## config.mk

```make
export PLATFORM = sky130hd
export DESIGN_NAME = gmdb_fifo
export DESIGN_NICKNAME = d
export VERILOG_FILES = /design/src/hw/rtl/gmdb_pkg.sv /design/src/hw/rtl/gmdb_fifo.sv
export SDC_FILE = /design/constraint.sdc
export NUM_CORES = 1
export LEC_CHECK = 0
export BUFFER_PORTS_ARGS = -buffer_cell sky130_fd_sc_hd__buf_2
export CAP_MARGIN = 20
export CORE_MARGIN = 2
export CORE_UTILIZATION = 55
export CTS_BUF_LIST = sky130_fd_sc_hd__clkbuf_4 sky130_fd_sc_hd__clkbuf_8
export CTS_CLUSTER_DIAMETER = 60
export DETAILED_ROUTE_END_ITERATION = 8
export PLACE_DENSITY_LB_ADDON = 0.3
export SYNTH_ARGS = -nofsm -noshare
export SYNTH_HDL_FRONTEND = slang
export SYNTH_SLANG_ARGS = --single-unit
```

## constraint.sdc

```tcl
create_clock -name i_clk -period 3.2 [get_ports i_clk]
set_input_delay 0.16 -clock i_clk [delete_from_list [all_inputs] [get_ports i_clk]]
set_output_delay 0.16 -clock i_clk [all_outputs]
set_load 0.02 [all_outputs]
```

## src/hw/rtl/gmdb_pkg.sv

```systemverilog
package gmdb_pkg;

    localparam int DEF_MAX_GRID_W = 256;
    localparam int DEF_MAX_GRID_H = 256;

    localparam int LUMA_W  = 8;
    localparam int BOX_W   = 8;
    localparam int COUNT_W = 17;
    localparam int DIM_W   = 9;

    localparam logic [DIM_W-1:0]   RST_GRID_W    = 9'd240;
    localparam logic [DIM_W-1:0]   RST_GRID_H    = 9'd135;
    localparam logic [LUMA_W-1:0]  RST_THRESHOLD = 8'd25;
    localparam logic [COUNT_W-1:0] RST_MIN_CELLS = 17'd8;

    localparam int QUEUE_DEPTH = 4;
    localparam int QUEUE_PW    = $clog2(QUEUE_DEPTH);

    typedef enum logic [1:0] {
        REG_GRID_W    = 2'd0,
        REG_GRID_H    = 2'd1,
        REG_THRESHOLD = 2'd2,
        REG_MIN_CELLS = 2'd3
    } t_reg_idx;

    typedef struct packed {
        logic [DIM_W-1:0]   grid_width;
        logic [DIM_W-1:0]   grid_height;
        logic [LUMA_W-1:0]  diff_threshold;
        logic [COUNT_W-1:0] min_cells;
    } t_cfg;

    typedef struct packed {
        logic last;
        logic primed;
    } t_item_ctl;

endpackage

```

## src/hw/rtl/gmdb_fifo.sv

```systemverilog
module gmdb_fifo
    import gmdb_pkg::*;
#(
    parameter int WIDTH = 8
) (
    input  logic                i_clk,
    input  logic                i_rst_n,
    input  logic                i_push,
    input  logic [WIDTH-1:0]    i_push_data,
    input  logic                i_pop,
    output logic [WIDTH-1:0]    o_pop_data,
    output logic                o_nonempty,
    output logic [QUEUE_PW:0]   o_count
);

    logic [WIDTH-1:0]    r_mem [QUEUE_DEPTH];
    logic [QUEUE_PW-1:0] r_wr;
    logic [QUEUE_PW-1:0] r_rd;
    logic [QUEUE_PW:0]   r_count;

    always_ff @(posedge i_clk) begin
        if (!i_rst_n) begin
            r_wr    <= '0;
            r_rd    <= '0;
            r_count <= '0;
        end else begin
            if (i_push) begin
                r_wr <= r_wr + 1'b1;
            end
            if (i_pop) begin
                r_rd <= r_rd + 1'b1;
            end
            if (i_push && !i_pop) begin
                r_count <= r_count + 1'b1;
            end else if (!i_push && i_pop) begin
                r_count <= r_count - 1'b1;
            end
        end
    end

    always_ff @(posedge i_clk) begin
        if (i_push) begin
            r_mem[r_wr] <= i_push_data;
        end
    end

    assign o_pop_data = r_mem[r_rd];
    assign o_nonempty = (r_count != '0);
    assign o_count    = r_count;

endmodule

```

==> impl_metrics.yaml <==
outcome:
  outcome: "completed"
timing:
  setup_repair_after_global_routing_missed_its_margin: "no"
  clock_skew_ns: 0.00693
  layout_min_cycle_time_ns: 1.89
  timing.fmax_mhz: 529
  timing.final.max_slew_violations: 0
  timing_worst_slew_pin_value_ns: 0.518
  layout_worst_path_cycle_share: 0.590
  setup_viol: 0
  remaining_max_slew_budget_at_the_tightest_pin: 0.654
  totalNegativeSetupSlack_ns: 0
  layout_setup_ws_ns: 1.31
  hold_viol_final: 0
global_routing:
  first_global_vias: 787
  pin_count_of_the_biggest_net_entering_global_routing: 13
  globalRoute.totalOverflow: 0
  grt_pass1_wl_um: 3620
  groute.usage.overall: 0.157
  number_of_antenna_violations_at_the_first_check_in_global_routing: 0
synth:
  synth_nets: 102
  synth.yosys.seq_area_share: 0.715
  postSynth.topFlopCell: "sky130_fd_sc_hd__edfxtp_1"
  ys_seq_elements: 41
  synthArstFlopShare: 0
  yosys.area.top_type: "sky130_fd_sc_hd__edfxtp_1"
  synthesis.instances: 84
  synth.distinct_cells: 17
  syn_avg_cell_area_um2: 19.0
  top_post_synthesis_cells_by_count: "sky130_fd_sc_hd__edfxtp_1, sky130_fd_sc_hd__and2_1, sky130_fd_sc_hd__dfxtp_1"
  synth_warnings: 0
  top_area_cell_type_share_of_the_netlist_area: 0.602
  post-synth-top-count-cell: "sky130_fd_sc_hd__edfxtp_1"
  syn-cell-area_um2: 1600
  synth_top_area_cells: "sky130_fd_sc_hd__edfxtp_1, sky130_fd_sc_hd__dfxtp_1, sky130_fd_sc_hd__mux4_2, sky130_fd_sc_hd__ha_1, sky130_fd_sc_hd__and2_1"
  synth_edf_count: 32
min_path:
  hp-class: "in -> reg"
detailed_routing:
  detail_route.wl_per_cell_um: 15.0
  route.vias.total: 763
  route.detailed.vias_per_inst: 5.30
  drt-pass1-iter-count: 2
  postRouteAntennaNets: 0
  dr.first_iter.drc_count: 11
  route.final.wire_length_um: 2160
  drcViolationCount: 0
clock_tree:
  post_cts_setup_repair_buffer_count: 0
  insertion_delay_ns: 0.33
  cts.hold.buffers_added: 0
  postCtsResizedCells: 0
  number_of_h_tree_branching_levels: 2
  cts_made_buffers: 5
  reg_clk_slew_reported_paths_ns: 0.11
  clock_tree.root_cell: "sky130_fd_sc_hd__clkbuf_4"
  cts_tree: "yes"
  clockBufferDepth: 2
  clock_sink_count: 41
place:
  placedCellCount: 136
  io_buffers: 23
  post_place_setup_slack_ns: 1.58
  hpwl_um: 1560
  gp_congestion: 0.691
die:
  core_um2: 2760
  rows: 19
  die-width_um: 57.9
  io-pin-count: 24
  die_area_um2: 3350
  die-height_um: 57.9
  starting_density: 0.579
setup_path:
  arrival_ns: 1.73
  cp.required_ns: 3.04
  crit_path_max_fanout: 8
  worst_setup_path_start_kind: "flip-flop"
  timing_worst_setup_path_type: "reg -> out"
  cp-end-kind: "primary output"
  ff2ff_setup_slack_ns: 1.73
power_and_ir_drop:
  design_power_total_uw: 1050
  p_leak_uw: 0.000674
  power_density_nw_per_um2: 582
  ir_worst_vdd_uv: 480
layout:
  final-instance-count-excl-fill: 144
  num_antenna_cells: 0
  syn_to_final_growth_pct: 12.8
  num-nets-final: 130
  final_layout_size_suffix_gt1_frac: 0.345
  num-fill-cells: 208
job:
  drv.max_cap_violation_count: 0
## layer usage
metal  global-route usage  wire length (µm)  vias to the layer above
met1                0.177               930                      370
met3               0.0670                97                        2
li1                     -                 -                      371
met5                    0                 0                        -
met4               0.0698                19                        0
met2                0.260              1120                       20
## metrics by stage
| step | hold slack (ns) | utilization | instance area (µm²) |
|---|---|---|---|
| final | 0.0343 | 0.653 | 1800 |
| after global routing | 0.0118 | 0.653 | 1800 |
| after detailed placement | 0.378 | 0.629 | 1730 |
| after CTS | 0.0187 | 0.653 | 1800 |
| after global placement | 0.374 | 0.629 | 1730 |
| after floorplan | 0.259 | - | 1600 |
## worst paths after layout
kind | start | to | cells past startpoint
setup / recovery | flip-flop | o_pop_data[5] | 2
hold / removal | i_push_data[1] | r_mem[1][1]$_DFFE_PP_ | 1
hold reg to reg | o_count[2]$_SDFFE_PN0P_ | o_count[2]$_SDFFE_PN0P_ | 2
setup reg to reg | o_count[0]$_SDFFE_PN0P_ | o_count[2]$_SDFFE_PN0P_ | 4
## power by group
part / switching, µW / internal, µW / leakage (µW) / total (µW)
Clock: 140 / 125 / 0.0000394 / 265
Sequential: 23.8 / 608 / 0.000368 / 631
Combinational: 81.0 / 70.1 / 0.000267 / 151
## worst max-delay path, cell delays in order (launching register included)
cell and delay (ns):
sky130_fd_sc_hd__dfxtp_1 0.66, sky130_fd_sc_hd__mux4_2 0.57, sky130_fd_sc_hd__buf_2 0.17
## state kept, by name (all words and copies together) (netlist names), named ones only
name / count
o_count: 3
r_mem: 32
r_wr: 2
r_rd: 2
## kinds of logic (layout without fill, tap and decap cells)
| group | after synthesis | count (layout) | synth area share |
|---|---|---|---|
| muxes | 10 | 10 | 0.125 |
| xor gates and xnor gates | 5 | 5 | 0.0274 |
| DFF | 41 | 41 | 0.715 |
| AOI/OAI and AO/OA | 2 | 2 | 0.00784 |
| adders and majority gates | 6 | 6 | 0.0517 |
| buffers and inverters | 6 | 35 | 0.0196 |
| and+or+nand+nor | 14 | 14 | 0.0533 |
## final cells by class
cell class / count / area [µm²] / area share
clock buffer: 8 / 66.3 / 0.0368
inverter: 4 / 15.0 / 0.00834
multi-input combinational: 37 / 424 / 0.236
sequential: 41 / 1140 / 0.634
tap: 31 / 38.8 / 0.0215
timing repair buffer: 23 / 115 / 0.0639
## placed cells by master, fill, tap and decap left out, drive strengths merged
master  count
a21boi      1
and2        9
buf        23
clkbuf      8
dfxtp       9
edfxtp     32
fa          1
ha          5
inv         4
mux2i       2
mux4        8
nand2       1
nor2b       2
o21ai       1
or3         2
xnor2       2
xor2        3
(Power assumes the default switching activity.)
