--- src/hw/rtl/gmdb_pkg.sv ---
package gmdb_pkg;

    localparam int DEF_MAX_GRID_W = 256;
    localparam int DEF_MAX_GRID_H = 256;

    localparam int LUMA_W  = 8;
    localparam int BOX_W   = 8;
    localparam int COUNT_W = 17;
    localparam int DIM_W   = 9;

    localparam logic [DIM_W-1:0]   RST_GRID_W    = 9'd240;
    localparam logic [DIM_W-1:0]   RST_GRID_H    = 9'd135;
    localparam logic [LUMA_W-1:0]  RST_THRESHOLD = 8'd25;
    localparam logic [COUNT_W-1:0] RST_MIN_CELLS = 17'd8;

    localparam int QUEUE_DEPTH = 4;
    localparam int QUEUE_PW    = $clog2(QUEUE_DEPTH);

    typedef enum logic [1:0] {
        REG_GRID_W    = 2'd0,
        REG_GRID_H    = 2'd1,
        REG_THRESHOLD = 2'd2,
        REG_MIN_CELLS = 2'd3
    } t_reg_idx;

    typedef struct packed {
        logic [DIM_W-1:0]   grid_width;
        logic [DIM_W-1:0]   grid_height;
        logic [LUMA_W-1:0]  diff_threshold;
        logic [COUNT_W-1:0] min_cells;
    } t_cfg;

    typedef struct packed {
        logic last;
        logic primed;
    } t_item_ctl;

endpackage

--- src/hw/rtl/gmdb_back.sv ---
module gmdb_back
    import gmdb_pkg::*;
#(
    parameter int MAX_GRID_W = DEF_MAX_GRID_W,
    parameter int MAX_GRID_H = DEF_MAX_GRID_H,
    localparam int CW = (MAX_GRID_W > 1) ? $clog2(MAX_GRID_W) : 1,
    localparam int RW = (MAX_GRID_H > 1) ? $clog2(MAX_GRID_H) : 1
) (
    input  logic                i_clk,
    input  logic                i_rst_n,
    input  t_cfg                i_cfg,
    input  logic                i_restart,
    input  logic                i_valid,
    input  t_item_ctl           i_ctl,
    input  logic [LUMA_W-1:0]   i_cur,
    input  logic [LUMA_W-1:0]   i_prev,
    input  logic [CW-1:0]       i_col,
    input  logic [RW-1:0]       i_row,
    output logic                o_pop,
    output logic                o_valid,
    input  logic                i_ready,
    output logic                o_active,
    output logic [BOX_W-1:0]    o_left,
    output logic [BOX_W-1:0]    o_top,
    output logic [BOX_W-1:0]    o_right,
    output logic [BOX_W-1:0]    o_bottom,
    output logic [COUNT_W-1:0]  o_count
);

    logic [CW-1:0]      r_lc;
    logic [CW-1:0]      r_gc;
    logic [RW-1:0]      r_lr;
    logic [RW-1:0]      r_gr;
    logic [COUNT_W-1:0] r_total;
    logic [CW-1:0]      n_lc;
    logic [CW-1:0]      n_gc;
    logic [RW-1:0]      n_lr;
    logic [RW-1:0]      n_gr;
    logic [COUNT_W-1:0] n_total;

    logic               r_out_valid;
    logic               r_active;
    logic [BOX_W-1:0]   r_left;
    logic [BOX_W-1:0]   r_top;
    logic [BOX_W-1:0]   r_right;
    logic [BOX_W-1:0]   r_bottom;
    logic [COUNT_W-1:0] r_count;

    logic [LUMA_W-1:0]  diff;
    logic               changed;
    logic               active;
    logic [CW+BOX_W-1:0] lc_ext;
    logic [CW+BOX_W-1:0] gc_ext;
    logic [RW+BOX_W-1:0] lr_ext;
    logic [RW+BOX_W-1:0] gr_ext;

    assign diff    = (i_cur > i_prev) ? i_cur - i_prev : i_prev - i_cur;
    assign changed = i_ctl.primed && (diff > i_cfg.diff_threshold);
    assign o_pop   = i_valid && (!i_ctl.last || !r_out_valid || i_ready);

    always_comb begin
        n_lc    = r_lc;
        n_gc    = r_gc;
        n_lr    = r_lr;
        n_gr    = r_gr;
        n_total = r_total;
        if (changed) begin
            n_total = r_total + 1'b1;
            if (r_total == '0) begin
                n_lc = i_col;
                n_gc = i_col;
                n_lr = i_row;
                n_gr = i_row;
            end else begin
                if (i_col < r_lc) n_lc = i_col;
                if (i_col > r_gc) n_gc = i_col;
                if (i_row < r_lr) n_lr = i_row;
                if (i_row > r_gr) n_gr = i_row;
            end
        end
    end

    assign active = i_ctl.primed && (n_total != '0) && (n_total >= i_cfg.min_cells);
    assign lc_ext = {{BOX_W{1'b0}}, n_lc};
    assign gc_ext = {{BOX_W{1'b0}}, n_gc};
    assign lr_ext = {{BOX_W{1'b0}}, n_lr};
    assign gr_ext = {{BOX_W{1'b0}}, n_gr};

    always_ff @(posedge i_clk) begin
        if (!i_rst_n) begin
            r_lc        <= '0;
            r_gc        <= '0;
            r_lr        <= '0;
            r_gr        <= '0;
            r_total     <= '0;
            r_out_valid <= 1'b0;
        end else begin
            if (i_restart || (o_pop && i_ctl.last)) begin
                r_lc    <= '0;
                r_gc    <= '0;
                r_lr    <= '0;
                r_gr    <= '0;
                r_total <= '0;
            end else if (o_pop) begin
                r_lc    <= n_lc;
                r_gc    <= n_gc;
                r_lr    <= n_lr;
                r_gr    <= n_gr;
                r_total <= n_total;
            end
            if (o_pop && i_ctl.last) begin
                r_out_valid <= 1'b1;
            end else if (i_ready) begin
                r_out_valid <= 1'b0;
            end
        end
    end

    always_ff @(posedge i_clk) begin
        if (o_pop && i_ctl.last) begin
            r_active <= active;
            r_left   <= active ? lc_ext[BOX_W-1:0] : '0;
            r_top    <= active ? lr_ext[BOX_W-1:0] : '0;
            r_right  <= active ? gc_ext[BOX_W-1:0] : '0;
            r_bottom <= active ? gr_ext[BOX_W-1:0] : '0;
            r_count  <= i_ctl.primed ? n_total : '0;
        end
    end

    assign o_valid  = r_out_valid;
    assign o_active = r_active;
    assign o_left   = r_left;
    assign o_top    = r_top;
    assign o_right  = r_right;
    assign o_bottom = r_bottom;
    assign o_count  = r_count;

endmodule

--- config.mk ---
export PLATFORM = sky130hd
export DESIGN_NAME = gmdb_back
export DESIGN_NICKNAME = d
export VERILOG_FILES = /design/src/hw/rtl/gmdb_pkg.sv /design/src/hw/rtl/gmdb_back.sv
export SDC_FILE = /design/constraint.sdc
export NUM_CORES = 1
export LEC_CHECK = 0
export BUFFER_PORTS_ARGS = -buffer_cell sky130_fd_sc_hd__buf_2
export CAP_MARGIN = 0
export CORE_MARGIN = 5
export CORE_UTILIZATION = 45
export CTS_BUF_LIST = sky130_fd_sc_hd__clkbuf_4 sky130_fd_sc_hd__clkbuf_8
export DETAILED_ROUTE_END_ITERATION = 8
export GPL_TIMING_DRIVEN = 0
export PLACE_DENSITY = 0.72
export SLEW_MARGIN = 20
export SYNTH_ARGS = -nofsm -noshare
export SYNTH_HDL_FRONTEND = slang
export SYNTH_SLANG_ARGS = --single-unit
--- constraint.sdc ---
create_clock -name i_clk -period 7.4 [get_ports i_clk]
set_input_delay 1.48 -clock i_clk [delete_from_list [all_inputs] [get_ports i_clk]]
set_output_delay 1.48 -clock i_clk [all_outputs]
set_load 0.1 [all_outputs]
==> key figures, run 1 <==
Global routing
  • Pin count of the biggest net entering global routing: 52
  • Vias in the first global route: 5537
  • Gr ovfl total: 0
  • Initial antenna violation count: 0
  • Met2 global-route usage: 30.0%
  • Grt peak-use layer: met2
  • Grt met1 use: 22.9%
  • First-pass GRT wire length: 26400 µm
  • Global Route Usage Sum: 17.5%
  • Met3 Usage GRT: 2.29%

CTS
  • Total CTS buffers: 9
  • Bufs on Longest Clock Path: 2
  • # hold bufs at CTS: 0
  • CTS Root Cell: clkbuf_8
  • Reg clk slew, reported paths: 100 ps
  • CTS tree: built
  • Clock Latency Late Sink: 390 ps
  • H-tree levels: 3
  • Sink Count: 100

Routing
  • 1st-iter DRT viols: 285
  • Via count: 5616
  • Drt drc: 0
  • 1st-pass router iterations: 5
  • Final WL: 16000 µm
  • Routed len/inst: 14.7 µm
  • Vias/cell: 5.19
  • Routed Antenna Nets: 0

Pwr
  • Pleak: 3.54 nW
  • Pwr dens: 173 nW/µm²
  • Peak VDD IR: 0.0000777 V

Cells and area
  • Commonest non-fill, non-tap cell in the layout: buf_2
  • ANT cells: 0
  • P&R area growth vs syn: 16.1%
  • Fillers: 1476
  • Post-Layout Cell Count: 1083
  • Most frequent cells in the layout: buf_2 (121), inv_1 (78), ha_1 (72)
  • Utilization after layout: 52.9%
  • Post-route cell area: 8340 µm²
  • # nets final: 1018
  • Share of layout cells above drive strength 1: 25.5%

Worst setup path
  • CP arrival: 7200 ps
  • Critical path fanouts, max: 10
  • CP peak stage delay: 410 ps
  • Worst Path Required: 7530 ps
  • Reg-to-reg endpoint: o_bottom[1]
  • Kind of critical path: in2reg
  • Worst r2r src: r_total[0]
  • Nature of the critical path endpoint: flop
  • Setup crit start kind: primary input
  • Critical-path top delay cell: mux2_2
  • Register-to-register setup slack: 3790 ps
  • R2R cell count: 15

Logic synthesis
  • Synth async-reset ratio: 0%
  • Synth top area share: 20.9%
  • Register area share after synthesis: 34.8%
  • Synth Area per Inst: 9.84 µm²
  • Area leader, netlist: edfxtp_1
  • Syn_nets: 886
  • Largest family of logic cells by synthesized area: compound AO/OA/AOI/OAI gates
  • Distinct cells, synth: 65
  • Post-synth top flop: edfxtp_1
  • Synth warnings: 0
  • Simple-gate share of the synthesized area: 14.0%
  • Post-synthesis adder-cell area fraction: 13.1%
  • Compound-cell area share of the yosys netlist: 16.1%
  • Cell count after synthesis: 730
  • Number of flops mapped to enable cells by yosys: 50
  • Top post-synthesis cells by area: edfxtp_1 (21%), dfxtp_1 (14%), ha_1 (13%)
  • Netlist Area Pre-Place: 7180 µm²
  • Portion of netlist area occupied by mux cells: 9.93%
  • FF+latch count, synth: 100
  • Post-Synth XOR/XNOR Area: 4.39%

Run
  • Max-cap violations: 0

STA
  • Final Setup Violations: 0
  • Tmin final: 7070 ps
  • Slew @ Worst Pin: 702 ps
  • TNS Setup: 0 ps
  • Final Hold Violating Endpoints: 0
  • Final Max Tran Viols: 0
  • Clk_skew: 16.7 ps
  • Fin crit share: 95.5%
  • Max-slew headroom: 53.2%
  • Fmax: 0.141 GHz

Floorplan
  • Initial core utilization: 45.5%
  • Top Ports: 134
  • Core ar.: 15800 µm²
  • Die area: 18600 µm²
  • Rows: 46
  • Die Y: 136 µm
  • DIE WIDTH: 136 µm

Place
  • Buffers on Ports: 115
  • Dpl cell area: 8030 µm²
  • HPWL after detailed placement: 12200 µm
  • Final GP Congestion: 0.851
  • Cells after DPL: 1061

Worst hold path
  • Min-delay worst type: reg2reg
  • WHS Endpoint: r_gc[7]
  • WHS Path Cells: 2
  • Hold Startpoint: r_gc[7]

Status
  • Status: complete, no violations
## area by class of cell
class | count | area, µm² | area share (%)
plain buffers | 36 | 275 | 3.30
clock buffers | 9 | 124 | 1.49
clock inverters | 7 | 83.8 | 1.01
inverters | 79 | 299 | 3.59
multi-input cells | 515 | 4160 | 49.9
flip-flops and latches | 100 | 2500 | 30.0
well taps | 216 | 270 | 3.24
repair buffers | 121 | 621 | 7.44
## per-layer routing
layer	up-vias	part of all wire (%)	wire length, µm
met5	-	0	0
met4	0	1.7	273
met3	21	4.9	789
met2	128	48	7670
met1	2626	45	7230
li1	2841	-	-
## cells in the mapped netlist (all sizes together) (16+ instances only)
| cell type | n |
|---|---|
| xor2 | 16 |
| ha | 72 |
| a211oi | 41 |
| inv | 79 |
| mux2i | 69 |
| and2 | 19 |
| a21oi | 32 |
| o21ai | 24 |
| dfxtp | 50 |
| xnor2 | 20 |
| nor2 | 70 |
| nand2 | 32 |
| buf | 24 |
| edfxtp | 50 |
## repair_timing
item	CTS	global route
resized for setup	7	10
buffers inserted	3	3
pin swaps	2	1
endpoints found under the setup margin	33	33
## registers in the layout, indices dropped and copies added (netlist names)
register and flops:
r_gr 8, o_right 8, o_valid 1, o_active 1
o_top 8, r_total 17, r_lc 8, o_count 17
o_left 8, o_bottom 8, r_lr 8, r_gc 8
## worst max path at each step
stage / slack [ps] / cells after the start / start / endpoint
after floorplan: 210 / 29 / i_cur[0] / o_bottom[2]
after global placement: -1320 / 30 / i_cur[0] / o_bottom[1]
after detailed placement: -1380 / 30 / i_cur[0] / o_bottom[1]
after CTS: 50 / 31 / i_cur[0] / o_bottom[1]
after global routing: -8 / 31 / i_cur[0] / o_bottom[1]
final: 330 / 31 / i_cur[0] / o_bottom[1]
## critical path, delay by kind of cell
family	cells	cell delay [ps]
multiplexers	1	410
AO/OA/AOI/OAI	14	2620
buffers and inverters	8	990
adder cells (fa/ha/maj)	4	1120
AND/OR/NAND/NOR	4	540
## power breakdown
group          total [W]  internal (W)  switching (W)
Clock           0.000376      0.000161       0.000215
Sequential      0.000599      0.000593     0.00000571
Combinational   0.000471      0.000174       0.000297
Total            0.00145      0.000929       0.000518
## per-stage QoR
stage	power (W)	setup WS [ps]	hold slack, ps
2_1_floorplan	0.000971	213	486
3_3_place_gp	0.00106	-1320	503
3_5_place_dp	0.00107	-1380	512
4_1_cts	0.00145	46.6	540
5_1_grt	0.00152	-7.65	565
6_report	0.00145	330	535
## cell families (layout without fill, tap and decap cells)
logic type	count (synthesis)	in the layout
and+or+nand+nor	192	192
AOI/OAI and AO/OA	142	142
buffers and inverters	115	252
DFF	100	100
adders and majority gates	74	74
muxes	71	71
xor gates and xnor gates	36	36
Power figures use the tool's default switching activity.
==> run 2: changes to the inputs <==
--- a/config.mk
+++ b/config.mk
@@ -7,12 +7,14 @@
 export LEC_CHECK = 0
 export BUFFER_PORTS_ARGS = -buffer_cell sky130_fd_sc_hd__buf_2
 export CAP_MARGIN = 0
+export CELL_PAD_IN_SITES_DETAIL_PLACEMENT = 0
+export CELL_PAD_IN_SITES_GLOBAL_PLACEMENT = 1
 export CORE_MARGIN = 5
-export CORE_UTILIZATION = 45
+export CORE_UTILIZATION = 40
 export CTS_BUF_LIST = sky130_fd_sc_hd__clkbuf_4 sky130_fd_sc_hd__clkbuf_8
 export DETAILED_ROUTE_END_ITERATION = 8
 export GPL_TIMING_DRIVEN = 0
-export PLACE_DENSITY = 0.72
+export PLACE_DENSITY = 0.81
 export SLEW_MARGIN = 20
 export SYNTH_ARGS = -nofsm -noshare
 export SYNTH_HDL_FRONTEND = slang
==> key figures, run 2 (synthesis results as in run 1) <==
STA
  • Final Hold Violating Endpoints: 0 (unchanged)
  • Worst hold margin: 537 ps (was 535 ps)
  • Final Setup Violations: 0 (unchanged)
  • Fmax: 0.144 GHz (was 0.141 GHz)
  • Final Max Tran Viols: 0 (unchanged)
  • Tmin final: 6950 ps (was 7070 ps)
  • Slew @ Worst Pin: 713 ps (was 702 ps)
  • Max-slew headroom: 52.5% (was 53.2%)
  • Clk_skew: 18.3 ps (was 16.7 ps)
  • Fin crit share: 93.9% (was 95.5%)
  • RSZ-0062 raised after global routing: no

Global routing
  • Initial antenna violation count: 0 (unchanged)
  • First-pass GRT wire length: 26800 µm (was 26400 µm)
  • Global Route Usage Sum: 16.2% (was 17.5%)
  • Gr ovfl total: 0 (unchanged)
  • Vias in the first global route: 5512 (was 5537)
  • Pin count of the biggest net entering global routing: 52 (unchanged)

Pwr
  • Peak VDD IR: 0.0000843 V (was 0.0000777 V)
  • Pwr dens: 171 nW/µm² (was 173 nW/µm²)
  • Pleak: 3.54 nW (about the same)

Worst setup path
  • CP arrival: 7070 ps (was 7200 ps)
  • CP peak stage delay: 420 ps (was 410 ps)
  • Critical path depth: 30 (was 31)
  • Critical path fanouts, max: 10 (unchanged)
  • Critical-path top delay cell: mux2_2 (unchanged)
  • Cell mode on critical path: ha_1
  • CP delay by family, top: compound AO/OA/AOI/OAI gates (unchanged)
  • Worst Path Required: 7520 ps (was 7530 ps)
  • R2R cell count: 14 (was 15)
  • Setup crit start kind: primary input (unchanged)
  • Kind of critical path: in2reg (unchanged)
  • Crit path buf inv count: 7 (was 8)
  • Nature of the critical path endpoint: flop (unchanged)

Routing
  • 1st-pass router iterations: 4 (was 5)
  • 1st-iter DRT viols: 229 (was 285)
  • Routed len/inst: 15.0 µm (was 14.7 µm)
  • Vias/cell: 5.08 (was 5.19)
  • Drt drc: 0 (unchanged)
  • Via count: 5580 (was 5616)
  • Routed Antenna Nets: 0 (unchanged)
  • Final WL: 16500 µm (was 16000 µm)

Place
  • Final GP Congestion: 0.844 (was 0.851)
  • Buffers on Ports: 115 (unchanged)
  • Cells after DPL: 1074 (was 1061)
  • HPWL after detailed placement: 12700 µm (was 12200 µm)

Worst hold path
  • WHS Path Cells: 2 (unchanged)
  • Min-delay worst type: reg2reg (unchanged)

Cells and area
  • # nets final: 1020 (was 1018)
  • Area of the multi-input gates: 4160 µm² (about the same)
  • Share of layout cells above drive strength 1: 25.8% (was 25.5%)
  • Most frequent cells in the layout: buf_2 (121), inv_1 (78), ha_1 (72) (unchanged)
  • P&R area growth vs syn: 16.3% (was 16.1%)
  • Fillers: 1742 (was 1476)
  • Register area: 2500 µm² (unchanged)
  • Commonest non-fill, non-tap cell in the layout: buf_2 (unchanged)
  • Post-Layout Cell Count: 1098 (was 1083)
  • ANT cells: 0 (unchanged)

Run
  • Max-cap violations: 0 (unchanged)

Floorplan
  • Initial core utilization: 40.2% (was 45.5%)
  • Die area: 20700 µm² (was 18600 µm²)
  • Core ar.: 17800 µm² (was 15800 µm²)
  • Die Y: 144 µm (was 136 µm)
  • DIE WIDTH: 144 µm (was 136 µm)
  • Top Ports: 134 (unchanged)
  • Rows: 49 (was 46)

CTS
  • Reg clk slew, reported paths: 100 ps (about the same)
  • CTS Root Cell: clkbuf_8 (unchanged)
  • Bufs on Longest Clock Path: 2 (unchanged)
  • Clock Latency Late Sink: 400 ps (was 390 ps)
  • Sink Count: 100 (unchanged)
  • CTS tree: built (unchanged)
  • Total CTS buffers: 9 (unchanged)
  • H-tree levels: 3 (unchanged)

Status
  • Status: complete, no violations (unchanged)
run 2: cell type report:
class                      instances  area share [%]
timing repair buffer             123            7.76
multi-input combinational        515            49.8
clock buffer                       9            1.48
buffer                            36            3.30
inverter                          79            3.58
tap                              229            3.43
sequential                       100            30.0
clock inverter                     7           0.674
run 2: timing repair:
| action | CTS | global route |
|---|---|---|
| endpoints found under the setup margin | 33 | 33 |
| hold buffers | 0 | 0 |
| cloned | 0 | 0 |
| setup buffers | 3 | 5 |
| resized for setup | 7 | 11 |
| endpoints found under the hold margin | 0 | 0 |
| pin swaps | 2 | 1 |
run 2: worst paths after layout:
path / from / endpoint / slack (ps)
min: r_gr[1] / r_gr[1] / 540
max: i_cur[0] / o_bottom[1] / 450
min reg2reg: r_gr[1] / r_gr[1] / 540
max reg2reg: r_total[0] / o_bottom[1] / 3760
run 2: power breakdown:
| group | total [W] | switching, W | internal, W |
|---|---|---|---|
| combinational | 0.000479 | 0.000299 | 0.000180 |
| sequential | 0.000599 | 0.00000559 | 0.000593 |
| clock | 0.000347 | 0.000219 | 0.000127 |
| total | 0.00142 | 0.000524 | 0.000901 |
run 2: worst min-delay path, cell delays in order (launching register included):
cell     delay, ps
dfxtp_1        360
mux2i_1         80
nor2_1          70
run 2: through the flow:
step / setup WS (ps) / total power [W] / area [µm²] / TNS (ps) / util, %
finish: 450 / 0.00142 / 8350 / 0 / 46.8
global route: 44.2 / 0.00150 / 8350 / 0 / 46.8
CTS: 10.1 / 0.00142 / 8260 / 0 / 46.3
detailed placement: -1410 / 0.00107 / 8050 / -42640 / 45.1
global placement: -1350 / 0.00107 / 8040 / -40410 / 45.1
floorplan: 213 / 0.000971 / 7180 / 0 / -
run 2: metal layers:
layer | global-route usage, % | vias up | part of all wire, %
met3 | 2.31 | 17 | 3.2
met1 | 21.4 | 2628 | 47
met5 | 0 | - | 0
met4 | 4.86 | 0 | 1.6
li1 | - | 2855 | -
met2 | 27.5 | 80 | 48
